`config.mk`:
```
export PLATFORM = sky130hd
export DESIGN_NAME = max_min_heap_engine
export DESIGN_NICKNAME = d
export VERILOG_FILES = /design/src/mmh_pkg.sv /design/src/mmh_store.sv /design/src/max_min_heap_engine.sv
export SDC_FILE = /design/constraint.sdc
export NUM_CORES = 2
export LEC_CHECK = 0
export ABC_AREA = 1
export BUFFER_PORTS_ARGS = -buffer_cell sky130_fd_sc_hd__buf_2
export CAP_MARGIN = 0
export CORE_UTILIZATION = 35
export CTS_CLUSTER_DIAMETER = 50
export DETAILED_ROUTE_END_ITERATION = 12
export PLACE_DENSITY = 0.55
export SYNTH_ARGS = -nofsm -noshare
export SYNTH_HDL_FRONTEND = slang
export SYNTH_SLANG_ARGS = --single-unit
```
`constraint.sdc`:
```
create_clock -name clk -period 14.1 [get_ports clk]
set_input_delay 1.41 -clock clk [delete_from_list [all_inputs] [get_ports clk]]
set_output_delay 1.41 -clock clk [all_outputs]
set_load 0.01 [all_outputs]
```
`src/mmh_pkg.sv`:
```
// shared types and constants for the max-min heap engine
// no dependencies
package mmh_pkg;
  localparam int CAPACITY_DEF = 64;
  localparam int KEY_W = 32;
  localparam int ACT_W = 16;
  localparam int CNT_W = 7;

  typedef enum logic [2:0] {
    OP_PEEK    = 3'd0,
    OP_APPEND  = 3'd1,
    OP_BUILD   = 3'd2,
    OP_REPLACE = 3'd3,
    OP_SETMIN  = 3'd4,
    OP_REMOVE  = 3'd5
  } opcode_t;
endpackage

```
`src/mmh_store.sv`:
```
// entry memory of the max-min heap: key and action per slot
// one write port, one read port, registered read data; uses mmh_pkg
module mmh_store #(
  parameter int DEPTH = mmh_pkg::CAPACITY_DEF,
  parameter int AW = $clog2(DEPTH)
) (
  input  logic                     clk,
  input  logic                     we,
  input  logic [AW-1:0]            waddr,
  input  logic [mmh_pkg::KEY_W-1:0] wkey,
  input  logic [mmh_pkg::ACT_W-1:0] wact,
  input  logic [AW-1:0]            raddr,
  output logic [mmh_pkg::KEY_W-1:0] rkey,
  output logic [mmh_pkg::ACT_W-1:0] ract
);
  import mmh_pkg::*;

  logic [KEY_W+ACT_W-1:0] mem [DEPTH];

  always_ff @(posedge clk) begin
    if (we) mem[waddr] <= {wkey, wact};
  end

  always_ff @(posedge clk) begin
    {rkey, ract} <= mem[raddr];
  end
endmodule

```
`src/max_min_heap_engine.sv`:
```
// max-min heap engine top level: command decode and push-down sequencer
// uses mmh_pkg and mmh_store
//
// One command at a time: start is taken while busy is low, and the result
// appears on the result ports with done high for one cycle; the receiver
// cannot stall. Entries live in a single-port-read memory, so every entry
// read takes an address step and then a data step. Peek and append run
// three report reads of indices 0, 1 and 2, a result step and the return to
// idle. Set-min adds reads of indices 0, 1, 2 and the last entry and the write.
// A push-down level reads the node and up to six candidates and writes up to
// four entries; replace max and remove min push down level by level from the
// root or the min slot, and build runs one push-down for each of count/2 nodes.
module max_min_heap_engine #(
  parameter int CAPACITY = mmh_pkg::CAPACITY_DEF
) (
  input  logic                      clk,
  input  logic                      rst,
  input  logic                      start,
  output logic                      busy,
  input  logic [2:0]                opcode,
  input  logic signed [mmh_pkg::KEY_W-1:0] key,
  input  logic [mmh_pkg::ACT_W-1:0] action,
  output logic                      done,
  output logic signed [mmh_pkg::KEY_W-1:0] max_key,
  output logic [mmh_pkg::ACT_W-1:0] max_action,
  output logic signed [mmh_pkg::KEY_W-1:0] min_key,
  output logic [mmh_pkg::ACT_W-1:0] min_act,
  output logic [mmh_pkg::CNT_W-1:0] count,
  output logic                      is_empty,
  output logic                      op_error
);
  import mmh_pkg::*;

  localparam int AW = $clog2(CAPACITY);
  localparam int NW = $clog2(CAPACITY + 1);
  localparam int IW = AW + 3;   // wide enough for 4*i+6 comparisons

  typedef enum logic [13:0] {
    S_IDLE  = 14'd1,
    S_MINRD = 14'd2,    // read 0, 1, 2 and last to locate min
    S_MINWT = 14'd4,
    S_OPDO  = 14'd8,    // act on located min
    S_PDSET = 14'd16,   // start a push-down level at node i
    S_CRD   = 14'd32,   // read node i and candidates
    S_CWT   = 14'd64,
    S_SWP   = 14'd128,  // write back i and m
    S_PRD   = 14'd256,  // read parent of m
    S_PWT   = 14'd512,
    S_PSWP  = 14'd1024,
    S_RPT   = 14'd2048, // read 0,1,2 for report
    S_RWT   = 14'd4096,
    S_DONE  = 14'd8192
  } state_t;

  state_t state;
  logic [2:0] op;
  logic signed [KEY_W-1:0] kin;
  logic [ACT_W-1:0] ain;
  logic [NW-1:0] n;        // entry count
  logic [NW-1:0] pn;       // heap size during push-down
  logic [IW-1:0] pi;       // push-down node
  logic          pmax;
  logic [NW-1:0] bnode;    // build node + 1, counts down
  logic          err;
  logic [2:0]    rcnt;
  logic [2:0]    widx;     // write step counter
  logic [IW-1:0] raddr_w;
  logic [IW-1:0] m;
  logic signed [KEY_W-1:0] mkey, ikey, pkey, k1;
  logic [ACT_W-1:0] mact, iact, pact;
  logic [AW-1:0] minix;
  logic signed [KEY_W-1:0] rep_key [3];
  logic [ACT_W-1:0] rep_act [3];

  logic we;
  logic [AW-1:0] waddr, raddr;
  logic signed [KEY_W-1:0] wkey, rkey;
  logic [ACT_W-1:0] wact, ract;

  mmh_store #(.DEPTH(CAPACITY), .AW(AW)) u_store (
    .clk(clk), .we(we), .waddr(waddr), .wkey(wkey), .wact(wact),
    .raddr(raddr), .rkey(rkey), .ract(ract)
  );

  assign busy = (state != S_IDLE);
  assign raddr = raddr_w[AW-1:0];

  function automatic logic better(input logic signed [KEY_W-1:0] a,
                                  input logic signed [KEY_W-1:0] b,
                                  input logic as_max);
    return as_max ? (a > b) : (a < b);
  endfunction

  function automatic logic odd_lvl(input logic [IW-1:0] i);
    logic [IW:0] v;
    logic r;
    v = {1'b0, i} + 1'b1;
    r = 1'b0;
    for (int b = 0; b <= IW; b++) begin
      if (v[b]) r = b[0];
    end
    return r;
  endfunction

  // candidate address for read step r: 0 is node, 1 is c1, then c2, grandchildren
  function automatic logic [IW-1:0] cand(input logic [IW-1:0] i, input logic [2:0] r);
    logic [IW-1:0] c;
    if (r == 3'd0) c = i;
    else if (r <= 3'd2) c = (i << 1) + IW'(r);
    else c = (i << 2) + IW'(r);
    return c;
  endfunction

  logic [IW-1:0] cur_c;
  assign cur_c = cand(pi, rcnt);

  always_comb begin
    raddr_w = '0;
    unique case (state)
      S_MINRD: raddr_w = (rcnt == 3'd3) ? IW'(n - 1'b1) : IW'(rcnt);
      S_CRD:   raddr_w = cur_c;
      S_PRD:   raddr_w = (m - 1'b1) >> 1;
      S_RPT:   raddr_w = IW'(rcnt);
      default: raddr_w = '0;
    endcase
  end

  // write port
  always_comb begin
    we = 1'b0;
    waddr = '0;
    wkey = kin;
    wact = ain;
    unique case (state)
      S_IDLE: begin
        if (start && !busy && opcode == OP_APPEND && n < NW'(CAPACITY)) begin
          we = 1'b1;
          waddr = n[AW-1:0];
          wkey = key;
          wact = action;
        end
      end
      S_OPDO: begin
        if (op == OP_SETMIN) begin
          we = 1'b1;
          waddr = minix;
          wkey = kin;
          wact = mact;
        end else if (op == OP_REMOVE) begin
          // widx 0: last entry into min slot, 1: min entry into last slot
          we = 1'b1;
          waddr = (widx == 3'd0) ? minix : AW'(n - 1'b1);
          wkey = (widx == 3'd0) ? pkey : mkey;
          wact = (widx == 3'd0) ? pact : mact;
        end else if (op == OP_REPLACE) begin
          we = 1'b1;
          waddr = '0;
          wkey = kin;
          wact = iact;
        end
      end
      S_SWP: begin
        we = 1'b1;
        waddr = (widx == 3'd0) ? pi[AW-1:0] : m[AW-1:0];
        wkey = (widx == 3'd0) ? mkey : ikey;
        wact = (widx == 3'd0) ? mact : iact;
      end
      S_PSWP: begin
        we = 1'b1;
        waddr = (widx == 3'd0) ? m[AW-1:0] : AW'((m - 1'b1) >> 1);
        wkey = (widx == 3'd0) ? pkey : ikey;
        wact = (widx == 3'd0) ? pact : iact;
      end
      default: we = 1'b0;
    endcase
  end

  logic [IW-1:0] rd_addr_q;

  always_ff @(posedge clk) begin
    if (rst) begin
      state <= S_IDLE;
      n <= '0;
      done <= 1'b0;
      rcnt <= '0;
      widx <= '0;
    end else begin
      done <= (state == S_DONE);
      unique case (state)
        S_IDLE: begin
          if (start) begin
            op <= opcode;
            kin <= key;
            ain <= action;
            err <= 1'b0;
            rcnt <= '0;
            widx <= '0;
            unique case (opcode)
              OP_APPEND: begin
                if (n < NW'(CAPACITY)) n <= n + 1'b1;
                else err <= 1'b1;
                state <= S_RPT;
              end
              OP_BUILD: begin
                bnode <= n >> 1;
                pn <= n;
                state <= S_PDSET;
              end
              OP_REPLACE, OP_SETMIN, OP_REMOVE: begin
                if (n == '0) begin
                  err <= 1'b1;
                  state <= S_RPT;
                end else begin
                  state <= S_MINRD;
                end
              end
              default: state <= S_RPT;
            endcase
          end
        end
        // reads: 0, 1, 2, last
        S_MINRD: begin
          rcnt <= rcnt;
          state <= S_MINWT;
        end
        S_MINWT: begin
          if (rcnt == 3'd0) begin
            ikey <= rkey;
            iact <= ract;
          end else if (rcnt == 3'd1) begin
            k1 <= rkey;
            mkey <= rkey;
            mact <= ract;
          end else if (rcnt == 3'd2) begin
            // min index per count, ties go to index 2
            if (n <= NW'(1)) begin
              minix <= '0;
              mkey <= ikey;
              mact <= iact;
            end else if (n == NW'(2) || k1 < rkey) begin
              minix <= AW'(1);
            end else begin
              minix <= AW'(2);
              mkey <= rkey;
              mact <= ract;
            end
          end else begin
            pkey <= rkey;
            pact <= ract;
          end
          if (rcnt == 3'd3) begin
            widx <= '0;
            state <= S_OPDO;
          end else begin
            rcnt <= rcnt + 1'b1;
            state <= S_MINRD;
          end
        end
        S_OPDO: begin
          unique case (op)
            OP_REMOVE: begin
              widx <= widx + 1'b1;
              if (widx == 3'd1) begin
                n <= n - 1'b1;
                if (n > NW'(3)) begin
                  pi <= IW'(minix);
                  pn <= n - 1'b1;
                  pmax <= 1'b0;
                  bnode <= '0;
                  rcnt <= '0;
                  state <= S_CRD;
                end else begin
                  rcnt <= '0;
                  state <= S_RPT;
                end
              end
            end
            OP_REPLACE: begin
              pi <= '0;
              pn <= n;
              pmax <= 1'b1;
              bnode <= '0;
              rcnt <= '0;
              state <= S_CRD;
            end
            default: begin
              rcnt <= '0;
              state <= S_RPT;
            end
          endcase
        end
        S_PDSET: begin
          rcnt <= '0;
          if (bnode == '0) begin
            state <= S_RPT;
          end else begin
            pi <= IW'(bnode - 1'b1);
            pmax <= !odd_lvl(IW'(bnode - 1'b1));
            bnode <= bnode - 1'b1;
            state <= S_CRD;
          end
        end
        S_CRD: begin
          if (pi >= IW'(pn >> 1)) begin
            state <= (op == OP_BUILD) ? S_PDSET : S_RPT;
            rcnt <= '0;
          end else if (rcnt != 3'd0 && cur_c >= IW'(pn)) begin
            // candidate list ends; decide
            rcnt <= '0;
            widx <= '0;
            if (m <= (pi << 1) + 2'd2) begin
              if (better(mkey, ikey, pmax)) state <= S_SWP;
              else state <= (op == OP_BUILD) ? S_PDSET : S_RPT;
            end else begin
              if (better(mkey, ikey, pmax)) state <= S_SWP;
              else state <= (op == OP_BUILD) ? S_PDSET : S_RPT;
            end
          end else begin
            rd_addr_q <= cur_c;
            state <= S_CWT;
          end
        end
        S_CWT: begin
          if (rcnt == 3'd0) begin
            ikey <= rkey;
            iact <= ract;
          end else if (rcnt == 3'd1 || better(rkey, mkey, pmax)) begin
            mkey <= rkey;
            mact <= ract;
            m <= rd_addr_q;
          end
          if (rcnt == 3'd6) begin
            rcnt <= '0;
            widx <= '0;
            if (better(better(rkey, mkey, pmax) ? rkey : mkey, ikey, pmax)) begin
              state <= S_SWP;
            end else begin
              state <= (op == OP_BUILD) ? S_PDSET : S_RPT;
            end
          end else begin
            rcnt <= rcnt + 1'b1;
            state <= S_CRD;
          end
        end
        S_SWP: begin
          if (widx == 3'd1) begin
            widx <= '0;
            if (m <= (pi << 1) + 2'd2) begin
              state <= (op == OP_BUILD) ? S_PDSET : S_RPT;
              rcnt <= '0;
            end else begin
              state <= S_PRD;
            end
          end else begin
            widx <= widx + 1'b1;
          end
        end
        S_PRD: state <= S_PWT;
        S_PWT: begin
          pkey <= rkey;
          pact <= ract;
          // entry now at m is the old node (ikey)
          if (better(rkey, ikey, pmax)) begin
            widx <= '0;
            state <= S_PSWP;
          end else begin
            pi <= m;
            rcnt <= '0;
            state <= S_CRD;
          end
        end
        S_PSWP: begin
          widx <= widx + 1'b1;
          if (widx == 3'd1) begin
            pi <= m;
            rcnt <= '0;
            state <= S_CRD;
          end
        end
        S_RPT: state <= S_RWT;
        S_RWT: begin
          rep_key[rcnt[1:0]] <= rkey;
          rep_act[rcnt[1:0]] <= ract;
          if (rcnt == 3'd2) state <= S_DONE;
          else begin
            rcnt <= rcnt + 1'b1;
            state <= S_RPT;
          end
        end
        S_DONE: begin
          state <= S_IDLE;
          if (n == '0) begin
            max_key <= '0; max_action <= '0; min_key <= '0; min_act <= '0;
          end else begin
            max_key <= rep_key[0];
            max_action <= rep_act[0];
            if (n == NW'(1)) begin
              min_key <= rep_key[0]; min_act <= rep_act[0];
            end else if (n == NW'(2) || rep_key[1] < rep_key[2]) begin
              min_key <= rep_key[1]; min_act <= rep_act[1];
            end else begin
              min_key <= rep_key[2]; min_act <= rep_act[2];
            end
          end
          count <= CNT_W'(n);
          is_empty <= (n == '0);
          op_error <= err;
        end
        default: state <= S_IDLE;
      endcase
    end
  end

`ifndef ASSERT_OFF
  a_done_pulse: assert property (@(posedge clk) disable iff (rst) done |=> !done)
    else $error("done held longer than a cycle");
  a_cnt_range: assert property (@(posedge clk) disable iff (rst) n <= NW'(CAPACITY))
    else $error("entry count beyond capacity");
  a_start_busy: assert property (@(posedge clk) disable iff (rst)
    (start && !busy) |=> busy)
    else $error("accepted item did not raise busy");
  a_empty_flag: assert property (@(posedge clk) disable iff (rst)
    done |-> (is_empty == (count == '0)))
    else $error("empty flag disagrees with count");
`endif
endmodule
```
=== Word-level counts from Yosys, hierarchy flattened ===
Memory sizes are Yosys's and may differ from the RTL's. A register that Yosys moved wholly into a read port is not among the register bits.
Index checks and enable logic that the tools add are counted.

* Bits in registers: 409
* Bits in writable memories: 3216
* Input port bits: 54
* Memories: 3

{| class="wikitable"
|+ Memories
! memory !! depth !! bits a word !! read ports !! clocked after Yosys merged registers in !! write ports !! RTL line !! RTL
|-
| u_store.mem || 64 || 48 || 1 || 1 || 1 || mmh_store.sv:18 || <nowiki>logic [KEY_W+ACT_W-1:0] mem [DEPTH];</nowiki>
|-
| rep_key || 3 || 32 || 3 || 0 || 1 || max_min_heap_engine.sv:72 || <nowiki>logic signed [KEY_W-1:0] rep_key [3];</nowiki>
|-
| rep_act || 3 || 16 || 3 || 0 || 1 || max_min_heap_engine.sv:73 || <nowiki>logic [ACT_W-1:0] rep_act [3];</nowiki>
|}

* Add/sub/neg operators: 12
* Order comparisons: 17
* Equality and inequality tests: 60
* Multiplexer cells: 155
* Bitwise gates (word level): 5
* Reduce and logical (&&, ||, !) cells: 42

{| class="wikitable"
|+ Operators with widths
! operator !! number
|-
| two-way mux 32 bit || 19
|-
| two-way mux 16 bit || 19
|-
| less-than comparator 32 bit || 6
|-
| one-hot mux 14 bit (13 select lines) || 1
|-
| greater-than comparator 32 bit || 4
|-
| one-hot mux 32 bit (2 select lines) || 2
|-
| one-hot mux 32 bit (4 select lines) || 1
|-
| two-way mux 14 bit || 8
|-
| two-way mux 7 bit || 14
|-
| two-way mux 12 bit || 7
|-
| one-hot mux 16 bit (2 select lines) || 2
|-
| one-hot mux 16 bit (4 select lines) || 1
|-
| two-way mux 9 bit || 7
|-
| one-hot mux 7 bit (2 select lines) || 4
|-
| two-way mux 3 bit || 17
|-
| one-hot mux 6 bit (4 select lines) || 2
|-
| != test 2 bit, second input constant || 22
|-
| two-way mux 6 bit || 7
|-
| one-hot mux 9 bit (4 select lines) || 1
|-
| AND reduction 8 bit || 4
|-
| two-way mux 1 bit || 30
|-
| one-hot mux 3 bit (10 select lines) || 1
|-
| one-hot mux 14 bit (2 select lines) || 1
|-
| one-hot mux 12 bit (2 select lines) || 1
|-
| 65 further kinds || 110
|}

=== Longest topological paths before layout ===
* Depth in word-level cells: 17
* Mapped depth: 38
* Mapped depth without buffers: 37

=== By module ===
Synthesis repeated with hierarchy kept, for this count alone.

* Cells, all modules: 13309
* Area, all modules: 154837.3 um^2

{| class="wikitable"
|+ Modules (own cells, without submodules)
! module !! times used !! cells an instance !! area an instance (um^2) !! sequential area each (um^2)
|-
| mmh_store || 1 || 10129 || 124356.8 || 93209.4
|-
| max_min_heap_engine || 1 || 3180 || 30480.5 || 16205.5
|}

=== Worst setup path after synthesis ===
OpenSTA, ideal clock, no wires.

* Path type: input-to-reg
* Start point: in rst
* End point: reg count[0] in the netlist's numbering (enable)
* Setup time: 0.826 ns
* Data arrival time: 11.559 ns
* Data required time: 13.274 ns
* Setup slack: 1.715 ns
* Stages on the path: 2
* Cell sequence: clkbuf_1 -> nor4_1

* Longest elaborated chain between the ends: 2

{| class="wikitable"
|+ RTL lines
! what !! RTL line !! RTL
|-
| from (decl) || max_min_heap_engine.sv:17 || <nowiki>input logic rst,</nowiki>
|-
| NOT 1 bit (no source line) || -- ||
|-
| AND reduction 2 bit (no source line) || -- ||
|-
| to (signal assigned) || max_min_heap_engine.sv:405 || <nowiki>count <= CNT_W'(n);</nowiki>
|-
| to (decl) || max_min_heap_engine.sv:28 || <nowiki>output logic [mmh_pkg::CNT_W-1:0] count,</nowiki>
|}

Every way passes these cells.
A chain may end at the register's enable or synchronous reset.

=== Worst setup path in the final report ===
* Start point: reg widx[0]
* End point: mem u_store.mem[52][42] in the netlist's numbering (enable)

* Longest elaborated chain between the ends: 5
* Elaborated cells between the ends (all ways): 7
* Those cells by class: mux (6); reduce/logical (1)

{| class="wikitable"
|+ RTL lines
! what !! RTL line !! RTL
|-
| from (decl) || max_min_heap_engine.sv:66 || <nowiki>logic [2:0] widx;</nowiki>
|-
| from (signal assigned) || max_min_heap_engine.sv:262 || <nowiki>widx <= widx + 1'b1;</nowiki>
|-
| from (signal assigned) || max_min_heap_engine.sv:355 || <nowiki>widx <= widx + 1'b1;</nowiki>
|-
| from (signal assigned) || max_min_heap_engine.sv:373 || <nowiki>widx <= widx + 1'b1;</nowiki>
|-
| logical NOT 3 bit (*) || max_min_heap_engine.sv:152, max_min_heap_engine.sv:164, max_min_heap_engine.sv:170 ||
|-
| two-way mux 6 bit || max_min_heap_engine.sv:152 || <nowiki>waddr = (widx == 3'd0) ? minix : AW'(n - 1'b1);</nowiki>
|-
| two-way mux 6 bit || max_min_heap_engine.sv:149 || <nowiki>end else if (op == OP_REMOVE) begin</nowiki>
|-
| two-way mux 6 bit || max_min_heap_engine.sv:144 || <nowiki>if (op == OP_SETMIN) begin</nowiki>
|-
| one-hot mux 6 bit (4 select lines) (*) || max_min_heap_engine.sv:134 || <nowiki>unique case (state)</nowiki>
|-
| to (decl) || mmh_store.sv:18 ||
|}

Every way passes the cells marked *; elsewhere a longest branch is shown, timed or not.

==> impl_metrics.csv <==
group,metric,value,unit
outcome,status,"finished with violations",
outcome,violations,"max-capacitance violations, max-slew violations",
sta,fmax,154,MHz
global_route,overflow,0,
route,wl_per_cell,23.2,um
worst_setup_path,crit_path_end_kind,"flip-flop",
final_layout,layout_common_cells,"6883 x nand2_1, 3593 x edfxtp_1, 1503 x nand3_1, 419 x clkbuf_16, 400 x inv_1",
sta,skew,0.0744,ns
die,fp.dieW,674,um
power_and_ir_drop,power,31.5,mW
placed_design,gp_congestion,0.890,
route,drtIter0Drc,12000,
route,wl_met1,218000,um
final_layout,area_growth,13.6,%
final_layout,n_fill_cell,42900,
final_layout,final_cells,21100,
global_route,antenna_found_initial,48,
sta,drv_slew,21,
synth,synth_ff_type,"edfxtp_1",
cts,h-tree-depth,5,
power_and_ir_drop,power_leakage,68.4,nW
sta,maxSlewHeadroom,-0.0158,
die,die_h,674,um
placed_design,dp_slack,7.45,ns
die,initial_core_util,0.352,
final_layout,seqCellArea,109000,um2
placed_design,port_buffers,160,
global_route,track_usage,0.210,
cts,post-cts-setup-buffers,0,
cts,root_buffer,"clkbuf_16",
cts,cts_resized,0,
die,pin_count,161,
synth,async_flop_share,0,
global_route,grt_pass1_wl,711000,um
cts,numCtsBuffers,414,
final_layout,drive_gt1_frac,0.0825,
final_layout,mostFrequentLayoutCell,"nand2_1",
sta,worst_pin_slew,1.52,ns
worst_setup_path,start_kind,"flip-flop",
cts,clock_sinks,3669,
cts,clkSlewWorstSetupHoldPaths,0.06,ns
route,drc,0,
synth,syn_inst,14700,
worst_setup_path,critPathKind,"flip-flop to flip-flop",
cts,clkLatencyLatePin,0.99,ns
worst_setup_path,cp_max_fo,29,
synth,yosys_warnings,0,
worst_setup_path,rrSetupSlack,7.60,ns
final_layout,final_nets,15000,
sta,hold_viol,0,
route,viasPerCell,5.15,
cts,ctsHoldBuffers,0,
placed_design,dp.cells,20300,
route,antenna_left,0,
sta,fin_ws,7.60,ns
route,met3_length,41000,um
die,row_count,246,
synth,ys_types,60,
sta,setup_tns,0,ns
power_and_ir_drop,pwr_density_cell,176,nW/um2
sta,period_share,0.461,
job,cap_violations,1,
hold_path,hp-class,"flip-flop to flip-flop",
die,dieArea,454000,um2
synth,syn-num-nets,15000,
route,dr_total_vias,108000,
cts,cts_tree,"done",
synth,syn_avg_cell_area,10.7,um2
route,route.met2.wl,217000,um
synth,synth_edf_count,3593,
worst_setup_path,cp.arrival,7.08,ns
global_route,grt_max_degree,175,
synth,syn_area,158000,um2
worst_setup_path,crit_required,14.68,ns
sta,grt_setup_unrepaired,"no",
final_layout,multiInputGateArea,44500,um2
power_and_ir_drop,ir_worst_vdd,0.222,mV
route,routed.top_layer,"met5",
synth,synth_seq_area_share,0.692,
route,firstDrtPassIters,8,
route,finalWirelength,489000,um
placed_design,dp_hpwl,280000,um
sta,period_minus_slack,6.50,ns
global_route,grt_pass1_vias,102000,
sta,setup_viol,0,
synth,ys_ff_latch,3669,
cts,cts_buffer_depth,4,
die,core_area,449000,um2
-- final cells by class --
class | count | area share
diodes | 13 | 0.000181
repair buffers | 413 | 0.0161
multi-input cells | 9836 | 0.248
clock buffers | 521 | 0.0612
well taps | 5952 | 0.0415
flip-flops and latches | 3669 | 0.609
inverters | 419 | 0.00891
clock inverters | 240 | 0.0150
-- final timing paths --
kind | startpoint | cells past startpoint | to
max | widx[0] | 13 | u_store.mem[52][42]
min | rd_addr_q[2] | 0 | m[2]
max reg2reg | widx[0] | 13 | u_store.mem[52][42]
min reg2reg | rd_addr_q[2] | 0 | m[2]
-- logic make-up (layout without fill, tap and decap cells) --
kind of cell	count (synthesis)	count (layout)	share of synthesized area
adders and majority gates	232	232	0.0184
other	0	13	0
DFF	3669	3669	0.692
buffers and inverters	1208	1593	0.0351
AOI/OAI and AO/OA	746	746	0.0282
xor gates and xnor gates	26	26	0.00144
and+or+nand+nor	8832	8832	0.225
-- report_power, final --
group	switching (mW)	internal [mW]
Clock	4.52	6.34
Sequential	0.207	14.9
Combinational	4.73	0.828
-- metrics by stage --
| step | area [um2] | hold slack, ns | utilization |
|---|---|---|---|
| after floorplan | 158000 | 0.400 | - |
| after global placement | 166000 | 0.403 | 0.369 |
| after detailed placement | 166000 | 0.405 | 0.369 |
| after CTS | 180000 | 0.418 | 0.400 |
| after global routing | 180000 | 0.432 | 0.400 |
| final | 180000 | 0.417 | 0.400 |
-- critical path: stages, from the launching register on --
cell      delay [ns]
dfxtp_1         0.34
inv_1           0.08
ha_1            0.19
nand2_4         0.34
inv_1           0.40
nor2_1          0.15
clkinv_1        0.46
o22ai_1         0.13
nand2_1         0.09
nand4_1         0.61
a31oi_2         0.75
nand2_1         0.70
nor2_4          1.07
buf_4           0.74
-- cells in the mapped netlist, types with 21 or more instances --
cell type | number | area (um2)
nand2_1 | 6888 | 25900
edfxtp_1 | 3593 | 108000
nand3_1 | 1505 | 7530
inv_1 | 403 | 1510
buf_2 | 331 | 1660
clkbuf_1 | 274 | 1030
o21ai_0 | 272 | 1360
nor2_1 | 267 | 1000
ha_1 | 231 | 2890
a21oi_1 | 167 | 836
buf_4 | 107 | 803
dfxtp_1 | 76 | 1520
a31oi_1 | 50 | 313
buf_1 | 50 | 188
a22oi_1 | 49 | 368
o22ai_1 | 48 | 300
o211ai_1 | 44 | 330
nor3_1 | 41 | 205
or2_2 | 36 | 225
o2111ai_1 | 35 | 307
nor4_1 | 31 | 194
nand4_1 | 30 | 188
buf_6 | 27 | 304
o221ai_1 | 24 | 210
a211oi_1 | 22 | 165
xor2_1 | 21 | 184
-- layer usage --
layer | vias to the layer above | global-route usage
met4 | 14 | 0.0568
li1 | 50300 | -
met5 | - | 0
met3 | 737 | 0.0359
met2 | 4320 | 0.322
met1 | 53100 | 0.306
-- flip-flops by register name, indices dropped and copies added (netlist names), 9 cells and up --
signal / cells
mact: 16
pkey: 32
k1: 32
pi: 9
u_store.rkey: 32
iact: 16
rep_key: 96
rd_addr_q: 9
ain: 16
kin: 32
min_act: 16
max_action: 16
max_key: 32
u_store.ract: 16
state: 14
min_key: 32
pact: 16
mkey: 32
rep_act: 48
u_store.mem: 3072
m: 9
ikey: 32
Power figures use the tool's default switching activity.
